### src/design/drl_pkg.sv
`default_nettype none

package drl_pkg;

	// intensity width, fixed by the pixel format
	localparam int VALUE_W = 12;

	// how a line is classified by the front end
	typedef struct packed {
		logic x_major;
		logic maj_neg;
		logic min_neg;
	} line_flags_t;

endpackage

`default_nettype wire

### src/design/drl_if.sv
`default_nettype none

// line request channel: two endpoints
interface line_if #(
	parameter int CW = 6
);
	logic          valid;
	logic          ready;
	logic [CW-1:0] start_x;
	logic [CW-1:0] start_y;
	logic [CW-1:0] end_x;
	logic [CW-1:0] end_y;

	modport source (output valid, start_x, start_y, end_x, end_y, input ready);
	modport sink   (input valid, start_x, start_y, end_x, end_y, output ready);
endinterface

// pixel write channel
interface pixel_if #(
	parameter int CW = 6
);
	logic                        valid;
	logic                        ready;
	logic [CW-1:0]               pixel_x;
	logic [CW-1:0]               pixel_y;
	logic [drl_pkg::VALUE_W-1:0] pixel_value;
	logic                        last;

	modport source (output valid, pixel_x, pixel_y, pixel_value, last, input ready);
	modport sink   (input valid, pixel_x, pixel_y, pixel_value, last, output ready);
endinterface

`default_nettype wire

### src/design/dda_line_rasterizer.sv
`default_nettype none

// channel     dir  handshake      payload
// line_in     in   valid/ready    start_x, start_y, end_x, end_y
// pixel_out   out  valid/ready    pixel_x, pixel_y, pixel_value, last
// cfg         in   cfg_we         cfg_wdata -> draw_value
//
// the back end loads a line, then runs the bit-serial slope divider, whose quotient
// has log2(IMAGE_SIZE) + FRAC_BITS bits (22 at the defaults), then steps out
// abs(delta_major) + 1 pixels; a line with equal endpoints skips the divider.
// the front stage and a two-entry queue take new lines while the back end draws.
// a stalled pixel output holds the stepper; reset clears all control state.

module dda_line_rasterizer #(
	parameter int IMAGE_SIZE = 64,
	parameter int FRAC_BITS = 16
) (
	input  wire logic                        clk,
	input  wire logic                        arst_n,
	line_if.sink                             line_in,
	pixel_if.source                          pixel_out,
	input  wire logic                        cfg_we,
	input  wire logic [drl_pkg::VALUE_W-1:0] cfg_wdata
);

	localparam int CW = $clog2(IMAGE_SIZE);
	localparam int LW = $bits(drl_pkg::line_flags_t) + 4 * CW;

	logic [drl_pkg::VALUE_W-1:0] draw_value_q;
	logic                        f_valid;
	logic                        f_ready;
	logic [LW-1:0]               f_data;
	logic                        b_valid;
	logic                        b_ready;
	logic [LW-1:0]               b_data;

	// intensity register
	always_ff @(posedge clk or negedge arst_n) begin
		if (!arst_n) begin
			draw_value_q <= '0;
		end else if (cfg_we) begin
			draw_value_q <= cfg_wdata;
		end
	end

	drl_front #(
		.CW (CW)
	) u_front (
		.clk        (clk),
		.arst_n     (arst_n),
		.line_in    (line_in),
		.desc_valid (f_valid),
		.desc_ready (f_ready),
		.desc_data  (f_data)
	);

	drl_fifo #(
		.W (LW)
	) u_fifo (
		.clk        (clk),
		.arst_n     (arst_n),
		.push_valid (f_valid),
		.push_ready (f_ready),
		.push_data  (f_data),
		.pop_valid  (b_valid),
		.pop_ready  (b_ready),
		.pop_data   (b_data)
	);

	drl_back #(
		.CW        (CW),
		.FRAC_BITS (FRAC_BITS)
	) u_back (
		.clk        (clk),
		.arst_n     (arst_n),
		.desc_valid (b_valid),
		.desc_ready (b_ready),
		.desc_data  (b_data),
		.draw_value (draw_value_q),
		.pixel_out  (pixel_out)
	);

endmodule

`default_nettype wire

### src/design/drl_front.sv
`default_nettype none

module drl_front #(
	parameter int CW = 6,
	localparam int LW = $bits(drl_pkg::line_flags_t) + 4 * CW
) (
	input  wire logic          clk,
	input  wire logic          arst_n,
	line_if.sink               line_in,
	output logic               desc_valid,
	input  wire logic          desc_ready,
	output logic [LW-1:0]      desc_data
);

	logic                 dx_neg;
	logic                 dy_neg;
	logic [CW-1:0]        ax;
	logic [CW-1:0]        ay;
	drl_pkg::line_flags_t flags;
	logic [CW-1:0]        maj_start;
	logic [CW-1:0]        min_start;
	logic [CW-1:0]        amaj;
	logic [CW-1:0]        amin;
	logic                 valid_s1;
	logic [LW-1:0]        data_s1;

	// deltas as sign and magnitude
	always_comb begin
		dx_neg = line_in.end_x < line_in.start_x;
		dy_neg = line_in.end_y < line_in.start_y;
		ax = dx_neg ? line_in.start_x - line_in.end_x : line_in.end_x - line_in.start_x;
		ay = dy_neg ? line_in.start_y - line_in.end_y : line_in.end_y - line_in.start_y;
	end

	// pick the major axis, x wins a tie
	always_comb begin
		flags.x_major = ax >= ay;
		flags.maj_neg = flags.x_major ? dx_neg : dy_neg;
		flags.min_neg = flags.x_major ? dy_neg : dx_neg;
		maj_start = flags.x_major ? line_in.start_x : line_in.start_y;
		min_start = flags.x_major ? line_in.start_y : line_in.start_x;
		amaj = flags.x_major ? ax : ay;
		amin = flags.x_major ? ay : ax;
	end

	assign line_in.ready = !valid_s1 || desc_ready;

	// descriptor stage
	always_ff @(posedge clk or negedge arst_n) begin
		if (!arst_n) begin
			valid_s1 <= 1'b0;
			data_s1 <= '0;
		end else if (line_in.ready) begin
			valid_s1 <= line_in.valid;
			if (line_in.valid) begin
				data_s1 <= {flags, maj_start, min_start, amaj, amin};
			end
		end
	end

	assign desc_valid = valid_s1;
	assign desc_data = data_s1;

endmodule

`default_nettype wire

### src/design/drl_fifo.sv
`default_nettype none

module drl_fifo #(
	parameter int W = 27
) (
	input  wire logic         clk,
	input  wire logic         arst_n,
	input  wire logic         push_valid,
	output logic              push_ready,
	input  wire logic [W-1:0] push_data,
	output logic              pop_valid,
	input  wire logic         pop_ready,
	output logic [W-1:0]      pop_data
);

	localparam int DEPTH = 2;
	localparam int PW = $clog2(DEPTH);

	logic [W-1:0]  mem_q [DEPTH];
	logic [PW-1:0] wr_ptr_q;
	logic [PW-1:0] rd_ptr_q;
	logic [PW:0]   count_q;
	logic          do_push;
	logic          do_pop;

	assign push_ready = count_q != (PW + 1)'(DEPTH);
	assign pop_valid = count_q != '0;
	assign do_push = push_valid && push_ready;
	assign do_pop = pop_valid && pop_ready;
	assign pop_data = mem_q[rd_ptr_q];

	// storage
	always_ff @(posedge clk) begin
		if (do_push) begin
			mem_q[wr_ptr_q] <= push_data;
		end
	end

	// pointers and fill level
	always_ff @(posedge clk or negedge arst_n) begin
		if (!arst_n) begin
			wr_ptr_q <= '0;
			rd_ptr_q <= '0;
			count_q <= '0;
		end else begin
			if (do_push) begin
				wr_ptr_q <= wr_ptr_q + PW'(1);
			end
			if (do_pop) begin
				rd_ptr_q <= rd_ptr_q + PW'(1);
			end
			case ({do_push, do_pop})
				2'b10:   count_q <= count_q + (PW + 1)'(1);
				2'b01:   count_q <= count_q - (PW + 1)'(1);
				default: count_q <= count_q;
			endcase
		end
	end

endmodule

`default_nettype wire

### src/design/drl_back.sv
`default_nettype none

module drl_back #(
	parameter int CW = 6,
	parameter int FRAC_BITS = 16,
	localparam int LW = $bits(drl_pkg::line_flags_t) + 4 * CW
) (
	input  wire logic                        clk,
	input  wire logic                        arst_n,
	input  wire logic                        desc_valid,
	output logic                             desc_ready,
	input  wire logic [LW-1:0]               desc_data,
	input  wire logic [drl_pkg::VALUE_W-1:0] draw_value,
	pixel_if.source                          pixel_out
);

	localparam int DW = CW + FRAC_BITS;
	localparam int NW = $clog2(DW + 1);

	typedef enum logic [1:0] {ST_IDLE, ST_DIV, ST_RUN} state_t;

	state_t                state_q;
	drl_pkg::line_flags_t  d_flags;
	logic [CW-1:0]         d_maj;
	logic [CW-1:0]         d_min;
	logic [CW-1:0]         d_amaj;
	logic [CW-1:0]         d_amin;
	drl_pkg::line_flags_t  flags_q;
	logic [CW-1:0]         maj_q;
	logic [DW-1:0]         pos_q;
	logic [DW-1:0]         step_q;
	logic [CW-1:0]         left_q;
	logic [DW-1:0]         quo_q;
	logic [CW-1:0]         rem_q;
	logic [CW-1:0]         div_q;
	logic [NW-1:0]         cnt_q;
	logic [CW:0]           trial;
	logic [CW:0]           diff;
	logic                  ge;
	logic [CW-1:0]         rem_next;
	logic [DW-1:0]         quo_next;
	logic                  out_free;
	logic                  ovalid_q;
	logic [CW-1:0]         px_q;
	logic [CW-1:0]         py_q;
	logic [drl_pkg::VALUE_W-1:0] pval_q;
	logic                  last_q;

	assign {d_flags, d_maj, d_min, d_amaj, d_amin} = desc_data;
	assign desc_ready = state_q == ST_IDLE;
	assign out_free = !ovalid_q || pixel_out.ready;

	// one restoring division step per cycle
	always_comb begin
		trial = {rem_q, quo_q[DW-1]};
		diff = trial - {1'b0, div_q};
		ge = trial >= {1'b0, div_q};
		rem_next = ge ? diff[CW-1:0] : trial[CW-1:0];
		quo_next = {quo_q[DW-2:0], ge};
	end

	// sequencer, slope divider, stepper and output register
	always_ff @(posedge clk or negedge arst_n) begin
		if (!arst_n) begin
			state_q <= ST_IDLE;
			flags_q <= '0;
			maj_q <= '0;
			pos_q <= '0;
			step_q <= '0;
			left_q <= '0;
			quo_q <= '0;
			rem_q <= '0;
			div_q <= '0;
			cnt_q <= '0;
			ovalid_q <= 1'b0;
			px_q <= '0;
			py_q <= '0;
			pval_q <= '0;
			last_q <= 1'b0;
		end else begin
			// output register fills on a new pixel and drains when taken
			if (state_q == ST_RUN && out_free) begin
				ovalid_q <= 1'b1;
			end else if (pixel_out.ready) begin
				ovalid_q <= 1'b0;
			end
			case (state_q)
				ST_IDLE: begin
					if (desc_valid) begin
						flags_q <= d_flags;
						maj_q <= d_maj;
						pos_q <= {d_min, FRAC_BITS'(0)};
						step_q <= '0;
						left_q <= d_amaj;
						quo_q <= {d_amin, FRAC_BITS'(0)};
						rem_q <= '0;
						div_q <= d_amaj;
						cnt_q <= NW'(DW);
						// a single point needs no slope
						state_q <= (d_amaj == '0) ? ST_RUN : ST_DIV;
					end
				end
				ST_DIV: begin
					quo_q <= quo_next;
					rem_q <= rem_next;
					cnt_q <= cnt_q - NW'(1);
					if (cnt_q == NW'(1)) begin
						step_q <= flags_q.min_neg ? (~quo_next + DW'(1)) : quo_next;
						state_q <= ST_RUN;
					end
				end
				ST_RUN: begin
					if (out_free) begin
						px_q <= flags_q.x_major ? maj_q : pos_q[DW-1:FRAC_BITS];
						py_q <= flags_q.x_major ? pos_q[DW-1:FRAC_BITS] : maj_q;
						pval_q <= draw_value;
						last_q <= left_q == '0;
						maj_q <= flags_q.maj_neg ? maj_q - CW'(1) : maj_q + CW'(1);
						pos_q <= pos_q + step_q;
						left_q <= left_q - CW'(1);
						if (left_q == '0) begin
							state_q <= ST_IDLE;
						end
					end
				end
				default: state_q <= ST_IDLE;
			endcase
		end
	end

	assign pixel_out.valid = ovalid_q;
	assign pixel_out.pixel_x = px_q;
	assign pixel_out.pixel_y = py_q;
	assign pixel_out.pixel_value = pval_q;
	assign pixel_out.last = last_q;

endmodule

`default_nettype wire
### src/flat_wrapper.sv
// flat-port wrapper written by rule: the top's interface ports become plain ports
module dda_line_rasterizer_flat 
#(
	parameter int IMAGE_SIZE = 64,
	parameter int FRAC_BITS = 16
)
  (clk, arst_n, cfg_we, cfg_wdata, line_in_valid, line_in_start_x, line_in_start_y, line_in_end_x, line_in_end_y, line_in_ready, pixel_out_valid, pixel_out_pixel_x, pixel_out_pixel_y, pixel_out_pixel_value, pixel_out_last, pixel_out_ready);
  line_if line_in_i ();
  pixel_if pixel_out_i ();
  input  wire logic clk;
  input  wire logic arst_n;
  input  wire logic cfg_we;
  input  wire logic [drl_pkg::VALUE_W-1:0] cfg_wdata;
  input wire logic [$bits(line_in_i.valid)-1:0] line_in_valid;
  input wire logic [$bits(line_in_i.start_x)-1:0] line_in_start_x;
  input wire logic [$bits(line_in_i.start_y)-1:0] line_in_start_y;
  input wire logic [$bits(line_in_i.end_x)-1:0] line_in_end_x;
  input wire logic [$bits(line_in_i.end_y)-1:0] line_in_end_y;
  output wire logic [$bits(line_in_i.ready)-1:0] line_in_ready;
  output wire logic [$bits(pixel_out_i.valid)-1:0] pixel_out_valid;
  output wire logic [$bits(pixel_out_i.pixel_x)-1:0] pixel_out_pixel_x;
  output wire logic [$bits(pixel_out_i.pixel_y)-1:0] pixel_out_pixel_y;
  output wire logic [$bits(pixel_out_i.pixel_value)-1:0] pixel_out_pixel_value;
  output wire logic [$bits(pixel_out_i.last)-1:0] pixel_out_last;
  input wire logic [$bits(pixel_out_i.ready)-1:0] pixel_out_ready;
  assign line_in_i.valid = line_in_valid;
  assign line_in_i.start_x = line_in_start_x;
  assign line_in_i.start_y = line_in_start_y;
  assign line_in_i.end_x = line_in_end_x;
  assign line_in_i.end_y = line_in_end_y;
  assign line_in_ready = line_in_i.ready;
  assign pixel_out_valid = pixel_out_i.valid;
  assign pixel_out_pixel_x = pixel_out_i.pixel_x;
  assign pixel_out_pixel_y = pixel_out_i.pixel_y;
  assign pixel_out_pixel_value = pixel_out_i.pixel_value;
  assign pixel_out_last = pixel_out_i.last;
  assign pixel_out_i.ready = pixel_out_ready;
  dda_line_rasterizer #(.IMAGE_SIZE(IMAGE_SIZE), .FRAC_BITS(FRAC_BITS)) u_core (.clk(clk), .arst_n(arst_n), .line_in(line_in_i), .pixel_out(pixel_out_i), .cfg_we(cfg_we), .cfg_wdata(cfg_wdata));
endmodule
### config.mk
export PLATFORM = sky130hd
export DESIGN_NAME = dda_line_rasterizer_flat
export DESIGN_NICKNAME = d
export VERILOG_FILES = /design/src/design/drl_pkg.sv /design/src/design/drl_if.sv /design/src/design/dda_line_rasterizer.sv /design/src/design/drl_front.sv /design/src/design/drl_fifo.sv /design/src/design/drl_back.sv /design/src/flat_wrapper.sv
export SDC_FILE = /design/constraint.sdc
export NUM_CORES = 1
export LEC_CHECK = 0
export ABC_AREA = 1
export BUFFER_PORTS_ARGS = -buffer_cell sky130_fd_sc_hd__buf_2
export CAP_MARGIN = 5
export CORE_MARGIN = 3
export CORE_UTILIZATION = 41
export CTS_CLUSTER_SIZE = 25
export DETAILED_ROUTE_END_ITERATION = 8
export PLACE_DENSITY = 0.57
export SLEW_MARGIN = 20
export SYNTH_ARGS = -nofsm -noshare
export SYNTH_HDL_FRONTEND = slang
export SYNTH_SLANG_ARGS = --single-unit
### constraint.sdc
create_clock -name clk -period 4.7 [get_ports clk]
set_clock_uncertainty 0.2 [all_clocks]
set_input_delay 1.41 -clock clk [delete_from_list [all_inputs] [get_ports clk]]
set_output_delay 1.41 -clock clk [all_outputs]
set_load 0.1 [all_outputs]
==> results.sh, run 1 <==
export IMPL_n_antenna_cell=0
export IMPL_firstDrtPassIters=5
export IMPL_io_buffers=67
export IMPL_p_total_mw=9.70
export IMPL_r2r_cells=14
export IMPL_clk_pin_slew_worst_paths_ps=60
export IMPL_power_density_mw_per_mm2=690
export IMPL_max_vdd_ir_drop_uv=308
export IMPL_num_vias=10100
export IMPL_rows=63
export IMPL_arrival_ps=4160
export IMPL_nets=1709
export IMPL_synth_area_per_cell_sq_um=8.15
export IMPL_layout_area_overhead_vs_synth_pct=12.6
export IMPL_yosysMostFrequentCell="nand2_1"
export IMPL_fin_tns_setup_ps=0
export IMPL_drt_iter0_drc=652
export IMPL_rr_endpoint="u_core.u_back.step_q[8]"
export IMPL_cp_start_kind="primary input"
export IMPL_syn_inst=1533
export IMPL_wl_per_cell_um=14.9
export IMPL_ys_ff_latch=224
export IMPL_worst_pin_slew_ps=808
export IMPL_cts_inserted_buffers=27
export IMPL_synthesis_nets=1646
export IMPL_grt_overflow_total=0
export IMPL_setup_viol=0
export IMPL_synth_distinct_cells=48
export IMPL_yosysWarnings=0
export IMPL_avgViaCountPerCell=5.04
export IMPL_start_util=0.419
export IMPL_grt_antenna_before_repair=0
export IMPL_die_area_sq_mm=0.0326
export IMPL_synthFlopType="dfrtp_1"
export IMPL_ys_seq_area_frac=0.470
export IMPL_ctsHoldBuffers=0
export IMPL_dp_cells=1957
export IMPL_hold_path_class="flip-flop to flip-flop"
export IMPL_hold_slack_ps=266
export IMPL_clock_tree_root_cell="clkbuf_16"
export IMPL_die_h_um=181
export IMPL_finalCriticalPeriod_ps=3980
export IMPL_hold_depth=2
export IMPL_outcome="finished clean"
export IMPL_async_reset_ff_frac=0.759
export IMPL_cts_tree="built"
export IMPL_relSlewSlack=0.461
export IMPL_final_layout_size_suffix_gt1_frac=0.0892
export IMPL_cts_sinks=224
export IMPL_ctsResizeCount=0
export IMPL_clock_latency_ps=530
export IMPL_rr_startpoint="u_core.u_back.rem_q[3]"
export IMPL_drtAntennaViolNets=0
export IMPL_die_w_um=181
export IMPL_grt_pass1_wl_mm=50.0
export IMPL_synth_edff_count=54
export IMPL_cts_max_level=1
export IMPL_required_ps=4890
export IMPL_finalHoldViolCount=0
export IMPL_finalNonFillerCells=2004
export IMPL_rsz0062_at_grt="no"
export IMPL_period_share=0.846
export IMPL_fillers=2927
export IMPL_syn_area_sq_mm=0.0125
export IMPL_synth_top_area_frac=0.341
export IMPL_fmax_ghz=0.252
export IMPL_cts_buffer_depth=3
export IMPL_cellLeakagePower_nw=6.96
export IMPL_yosys_top_cells_count="nand2_1, inv_1, dfrtp_1, o21ai_0, nor2_1"
export IMPL_ys_top_cells_by_area="dfrtp_1, nand2_1, edfxtp_1"
export IMPL_routed_wirelength_mm=29.9
export IMPL_cts_setup_buffers=0
export IMPL_io_pins=68
export IMPL_end_kind="flip-flop"
export IMPL_rrSetupSlack_ps=1380
export IMPL_grt_pass1_vias=9737
export IMPL_critPathKind="primary input to flip-flop"
export IMPL_grt_usage=0.184
export IMPL_critPathMaxFanout=21
export IMPL_slew_violations=0
export IMPL_coreArea_sq_mm=0.0298
export IMPL_min_to="u_core.u_back.pixel_out.pixel_y[4]"
export IMPL_grt_max_degree=67
export IMPL_hpwl_mm=21.9
export IMPL_fin_util=0.472
export IMPL_min_from="u_core.u_back.pixel_out.pixel_y[4]"
export IMPL_place_congestion=0.888
export IMPL_maxCapViolCount=0
export IMPL_synth_top_area_cell="dfrtp_1"
export IMPL_drc_errors=0
report_power, final:
group	switching, mW	internal [mW]	total [mW]
clock network	0.798	1.20	2.00
registers	0.569	2.88	3.45
logic	2.97	1.28	4.25
placed cells by master (no fill, tap or decap), drive strengths merged, types with 4 or more instances in the layout:
master / netlist / layout
xor2: 21 / 21
ha: 65 / 65
inv: 201 / 202
clkbuf: 19 / 35
a22oi: 8 / 8
nand3: 70 / 70
nand4: 14 / 14
nand2: 443 / 443
o22ai: 16 / 16
a21o: 4 / 4
o21ai: 151 / 151
nor2: 115 / 115
a31oi: 10 / 10
dfrtp: 170 / 170
a21oi: 61 / 61
clkinv: 2 / 9
xnor2: 8 / 8
nor3: 13 / 13
buf: 28 / 81
edfxtp: 54 / 54
or2: 8 / 8
fa: 7 / 7
nand3b: 7 / 7
o221ai: 5 / 5
o211ai: 20 / 20
flip-flops by register name, indices dropped and copies added (netlist names), 2 cells and up:
name and count:
u_core.u_back.left_q 6, u_core.u_back.state_q 2, u_core.u_back.flags_q 3, u_core.u_back.pixel_out.pixel_x 6, u_core.u_back.div_q 6, u_core.u_fifo.mem_q 54
u_core.u_back.cnt_q 5, u_core.u_back.quo_q 22, u_core.u_back.rem_q 6, u_core.u_back.maj_q 6, u_core.u_back.pixel_out.pixel_y 6, u_core.u_back.step_q 22
u_core.u_front.desc_data 27, u_core.u_back.pixel_out.pixel_value 12, u_core.draw_value_q 12, u_core.u_fifo.count_q 2, u_core.u_back.pos_q 22
worst max-delay path by stage:
stage,startpoint,endpoint,slack (ps),cells after the start
CTS,line_in_end_x[0],u_core.u_front.desc_data[1],730,18
finish,line_in_end_x[0],u_core.u_front.desc_data[1],720,18
global route,line_in_end_x[2],u_core.u_front.desc_data[1],490,17
floorplan,line_in_end_x[0],u_core.u_front.desc_data[14],510,18
global placement,line_in_end_x[0],u_core.u_front.desc_data[8],260,18
detailed placement,line_in_end_x[0],u_core.u_front.desc_data[8],190,18
metal layers:
| layer | vias up | track usage | share of wire | wire (um) |
|---|---|---|---|---|
| met5 | - | 0 | 0 | 0 |
| met4 | 0 | 0.0482 | 0.024 | 712 |
| met3 | 48 | 0.0234 | 0.032 | 946 |
| met2 | 163 | 0.304 | 0.47 | 14000 |
| met1 | 4740 | 0.257 | 0.48 | 14300 |
| li1 | 5140 | - | - | - |
metrics by stage:
step	area, sq um	setup WS [ps]
after floorplan	12500	511
after global placement	13200	263
after detailed placement	13200	186
after CTS	14100	727
after global routing	14100	490
final	14100	725
cell type report:
class	instances	area (sq um)	area share
timing repair buffer	81	472	0.0335
clock buffer	35	736	0.0523
inverter	203	764	0.0544
clock inverter	12	114	0.00810
tap	390	488	0.0347
multi-input combinational	1059	5610	0.399
sequential	224	5880	0.418
kinds of logic after synthesis:
logic type                 after synthesis  synth area share
AOI/OAI and AO/OA                      286             0.129
xor gates and xnor gates                29            0.0203
DFF                                    224             0.470
adders and majority gates               72            0.0763
and+or+nand+nor                        671             0.223
buffers and inverters                  250            0.0805
muxes                                    1          0.000801
worst max-delay path, cell delays in order:
cell and delay, ps:
buf_2 100, inv_1 50, ha_1 160, inv_1 50, fa_1 400, inv_1 90
nor3_1 60, nand3b_1 170, nand2_1 100, nand3b_1 130, and2_1 190, ha_1 300
a21oi_1 160, o21a_1 140, nand3b_1 140, nand2_1 120, buf_4 260, o211ai_1 130
(Power assumes the default switching activity.)
==> run 2: changes to the inputs <==
--- a/config.mk
+++ b/config.mk
@@ -5,14 +5,14 @@
 export SDC_FILE = /design/constraint.sdc
 export NUM_CORES = 1
 export LEC_CHECK = 0
-export ABC_AREA = 1
+export ABC_AREA = 0
 export BUFFER_PORTS_ARGS = -buffer_cell sky130_fd_sc_hd__buf_2
 export CAP_MARGIN = 5
 export CORE_MARGIN = 3
 export CORE_UTILIZATION = 41
 export CTS_CLUSTER_SIZE = 25
 export DETAILED_ROUTE_END_ITERATION = 8
-export PLACE_DENSITY = 0.57
+export PLACE_DENSITY = 0.6
 export SLEW_MARGIN = 20
 export SYNTH_ARGS = -nofsm -noshare
 export SYNTH_HDL_FRONTEND = slang
==> constraint.sdc (replaced) <==
create_clock -name clk -period 3.49 [get_ports clk]
set_clock_uncertainty 0.2 [all_clocks]
set_input_delay 1.047 -clock clk [delete_from_list [all_inputs] [get_ports clk]]
set_output_delay 1.047 -clock clk [all_outputs]
set_load 0.1 [all_outputs]
==> results.sh, run 2 <==
export IMPL_outcome="finished with violations"
export IMPL_violations="setup timing"
export IMPL_drc_errors=0
export IMPL_final_common_cell="nand2_1"
export IMPL_period_share=1.11
export IMPL_relSlewSlack=0.481
export IMPL_synthFlopType="dfrtp_1"
export IMPL_crit_top_cell="buf_12"
export IMPL_critPathKind="primary input to flip-flop"
export IMPL_setup_worst_path_start="line_in_end_x[0]"
export IMPL_clock_latency_ps=510
export IMPL_clock_tree_root_cell="clkbuf_16"
export IMPL_syn_inst=1208
export IMPL_cp_top_family="compound AO/OA/AOI/OAI gates"
export IMPL_hold_path_class="flip-flop to flip-flop"
export IMPL_layout_area_overhead_vs_synth_pct=20.9
export IMPL_grt_usage=0.178
export IMPL_fin_tns_setup_ps=-8600
export IMPL_grt_pass1_vias=9164
export IMPL_max_vdd_ir_drop_uv=504
export IMPL_regMostFlops="u_core.u_fifo.mem_q"
export IMPL_firstDrtPassIters=4
export IMPL_final_layout_size_suffix_gt1_frac=0.212
export IMPL_io_buffers=67
export IMPL_ys_seq_area_frac=0.490
export IMPL_crit_chain="buf_12 > inv_12 > ha_4 > inv_2 > fa_2 > a21o_1 > a21oi_2 > o21a_1 > buf_12 > mux2i_4 > xnor2_2 > ha_1 > o21a_1 > o211ai_1 > o21ai_2 > buf_12 > buf_8 > buf_6 > nor2_1 > a221o_1"
export IMPL_fmax_ghz=0.257
export IMPL_p_int_mw=7.40
export IMPL_cts_inserted_buffers=24
export IMPL_cts_sinks=224
export IMPL_switching_power_mw=5.87
export IMPL_required_ps=3680
export IMPL_die_area_sq_mm=0.0314
export IMPL_final_cell_mix="nand2_1, dfrtp_1, buf_4"
export IMPL_critPathMaxFanout=7
export IMPL_avgViaCountPerCell=5.20
export IMPL_grt_max_degree=58
export IMPL_pwr_share_seq=0.340
export IMPL_largest_reg_flops=54
export IMPL_async_reset_ff_frac=0.759
export IMPL_yosysWarnings=0
export IMPL_cts_tree="built"
export IMPL_min_from="u_core.draw_value_q[6]"
export IMPL_clk_pin_slew_worst_paths_ps=60
export IMPL_n_antenna_cell=0
export IMPL_routed_wirelength_mm=27.5
export IMPL_cp_buffers_inverters=7
export IMPL_ys_top_cells_by_area="dfrtp_1, edfxtp_1, ha_1"
export IMPL_end_kind="flip-flop"
export IMPL_cellLeakagePower_nw=6.56
export IMPL_combPwrFrac=0.479
export IMPL_finalCriticalPeriod_ps=3890
export IMPL_power_density_mw_per_mm2=915
export IMPL_yosysMostFrequentCell="nand2_1"
export IMPL_synth_top_area_cell="dfrtp_1"
export IMPL_drtAntennaViolNets=0
export IMPL_ctsHoldBuffers=0
export IMPL_grt_pass1_wl_mm=46.3
export IMPL_p_clk_frac=0.180
export IMPL_grt_antenna_before_repair=0
export IMPL_cts_max_level=1
export IMPL_nets=1456
export IMPL_yosys_top_cells_count="nand2_1, dfrtp_1, o21ai_0, a21oi_1, ha_1"
export IMPL_drt_iter0_drc=506
export IMPL_swShare=0.442
export IMPL_maxCapViolCount=0
export IMPL_setup_slack_ps=-399
export IMPL_synthesis_nets=1321
export IMPL_hpwl_mm=19.9
export IMPL_rsz0062_at_grt="yes"
export IMPL_die_h_um=177
export IMPL_worst_pin_slew_ps=776
export IMPL_synth_edff_count=54
export IMPL_fin_util=0.504
export IMPL_rr_startpoint="u_core.u_back.rem_q[3]"
export IMPL_syn_area_sq_mm=0.0120
export IMPL_pre_cts_slack_ps=-1050
export IMPL_setup_viol=27
export IMPL_start_util=0.417
export IMPL_finalHoldViolCount=0
export IMPL_die_w_um=177
export IMPL_coreArea_sq_mm=0.0288
export IMPL_slowest_delay_ps=330
export IMPL_cts_buffer_depth=3
export IMPL_slew_violations=0
export IMPL_ys_ff_latch=224
export IMPL_slowest_stage="fa_2"
export IMPL_synth_distinct_cells=69
export IMPL_cp_start_kind="primary input"
export IMPL_num_vias=9071
export IMPL_synth_top_area_frac=0.354
export IMPL_wl_per_cell_um=15.8
export IMPL_arrival_ps=4080
export IMPL_fillers=2604
export IMPL_grt_overflow_total=0
export IMPL_rows=62
export IMPL_io_pins=68
export IMPL_synth_area_per_cell_sq_um=9.94
export IMPL_place_congestion=0.874
## run 2: power groups by stage
stage          logic (mW)  registers [mW]  clock network [mW]
2_1_floorplan        3.75            5.30                   0
3_3_place_gp         6.03            4.51                   0
3_5_place_dp         6.14            4.57                   0
4_1_cts              6.37            4.52                2.47
5_1_grt              7.03            4.65                2.56
6_report             6.36            4.51                2.39
## run 2: stage by stage
stage,cell area (sq um),cells,hold WS [ps],power [mW]
after global placement,13400,1683,242,10.5
after detailed placement,13400,1683,246,10.7
final,14500,1745,258,13.3
after global routing,14500,1745,283,14.2
after floorplan,12200,1208,235,9.05
after CTS,14400,1744,260,13.4
## run 2: logic make-up after synthesis
family,after synthesis,synth area share
XOR/XNOR,50,0.0365
adder cells (fa/ha/maj),72,0.0794
AO/OA/AOI/OAI,312,0.158
multiplexers,68,0.0585
flip-flops,224,0.490
AND/OR/NAND/NOR,355,0.135
buffers and inverters,127,0.0424
## run 2: worst paths after layout
| path | to | slack, ps | cells past startpoint |
|---|---|---|---|
| hold / removal | u_core.u_back.pixel_out.pixel_value[6] | 260 | 2 |
| setup / recovery | u_core.u_front.desc_data[2] | -400 | 20 |
| min in group asynchronous | u_core.draw_value_q[7] | 300 | 1 |
| max in group asynchronous | u_core.u_back.quo_q[18] | 2070 | 2 |
| setup reg to reg | u_core.u_back.step_q[20] | 480 | 12 |
| hold reg to reg | u_core.u_back.pixel_out.pixel_value[6] | 260 | 2 |
## run 2: area by class of cell
class | count | area [sq um] | area share
Timing Repair Buffer | 174 | 1260 | 0.0869
Clock buffer | 33 | 686 | 0.0473
Clock inverter | 11 | 60.1 | 0.00414
Inverter | 62 | 258 | 0.0178
Sequential cell | 224 | 5880 | 0.405
Tap cell | 384 | 480 | 0.0331
Multi-Input combinational cell | 857 | 5880 | 0.406
## run 2: routing by layer
layer	GRT usage	up-vias	wire (um)
li1	-	4549	-
met2	0.312	134	13700
met3	0.0225	48	913
met4	0.0455	0	599
met5	0	-	0
met1	0.235	4340	12400
## run 2: what timing repair did
item	in CTS	in global routing
pin swaps	21	4
endpoints found under the hold margin	0	0
buffers inserted	17	1
endpoints found under the setup margin	27	27
gates resized for setup	38	15
## run 2: worst min-delay path, cell delays in order (launching register included)
cell	delay, ps
dfrtp_1	340
nand2_1	50
nand2_1	50
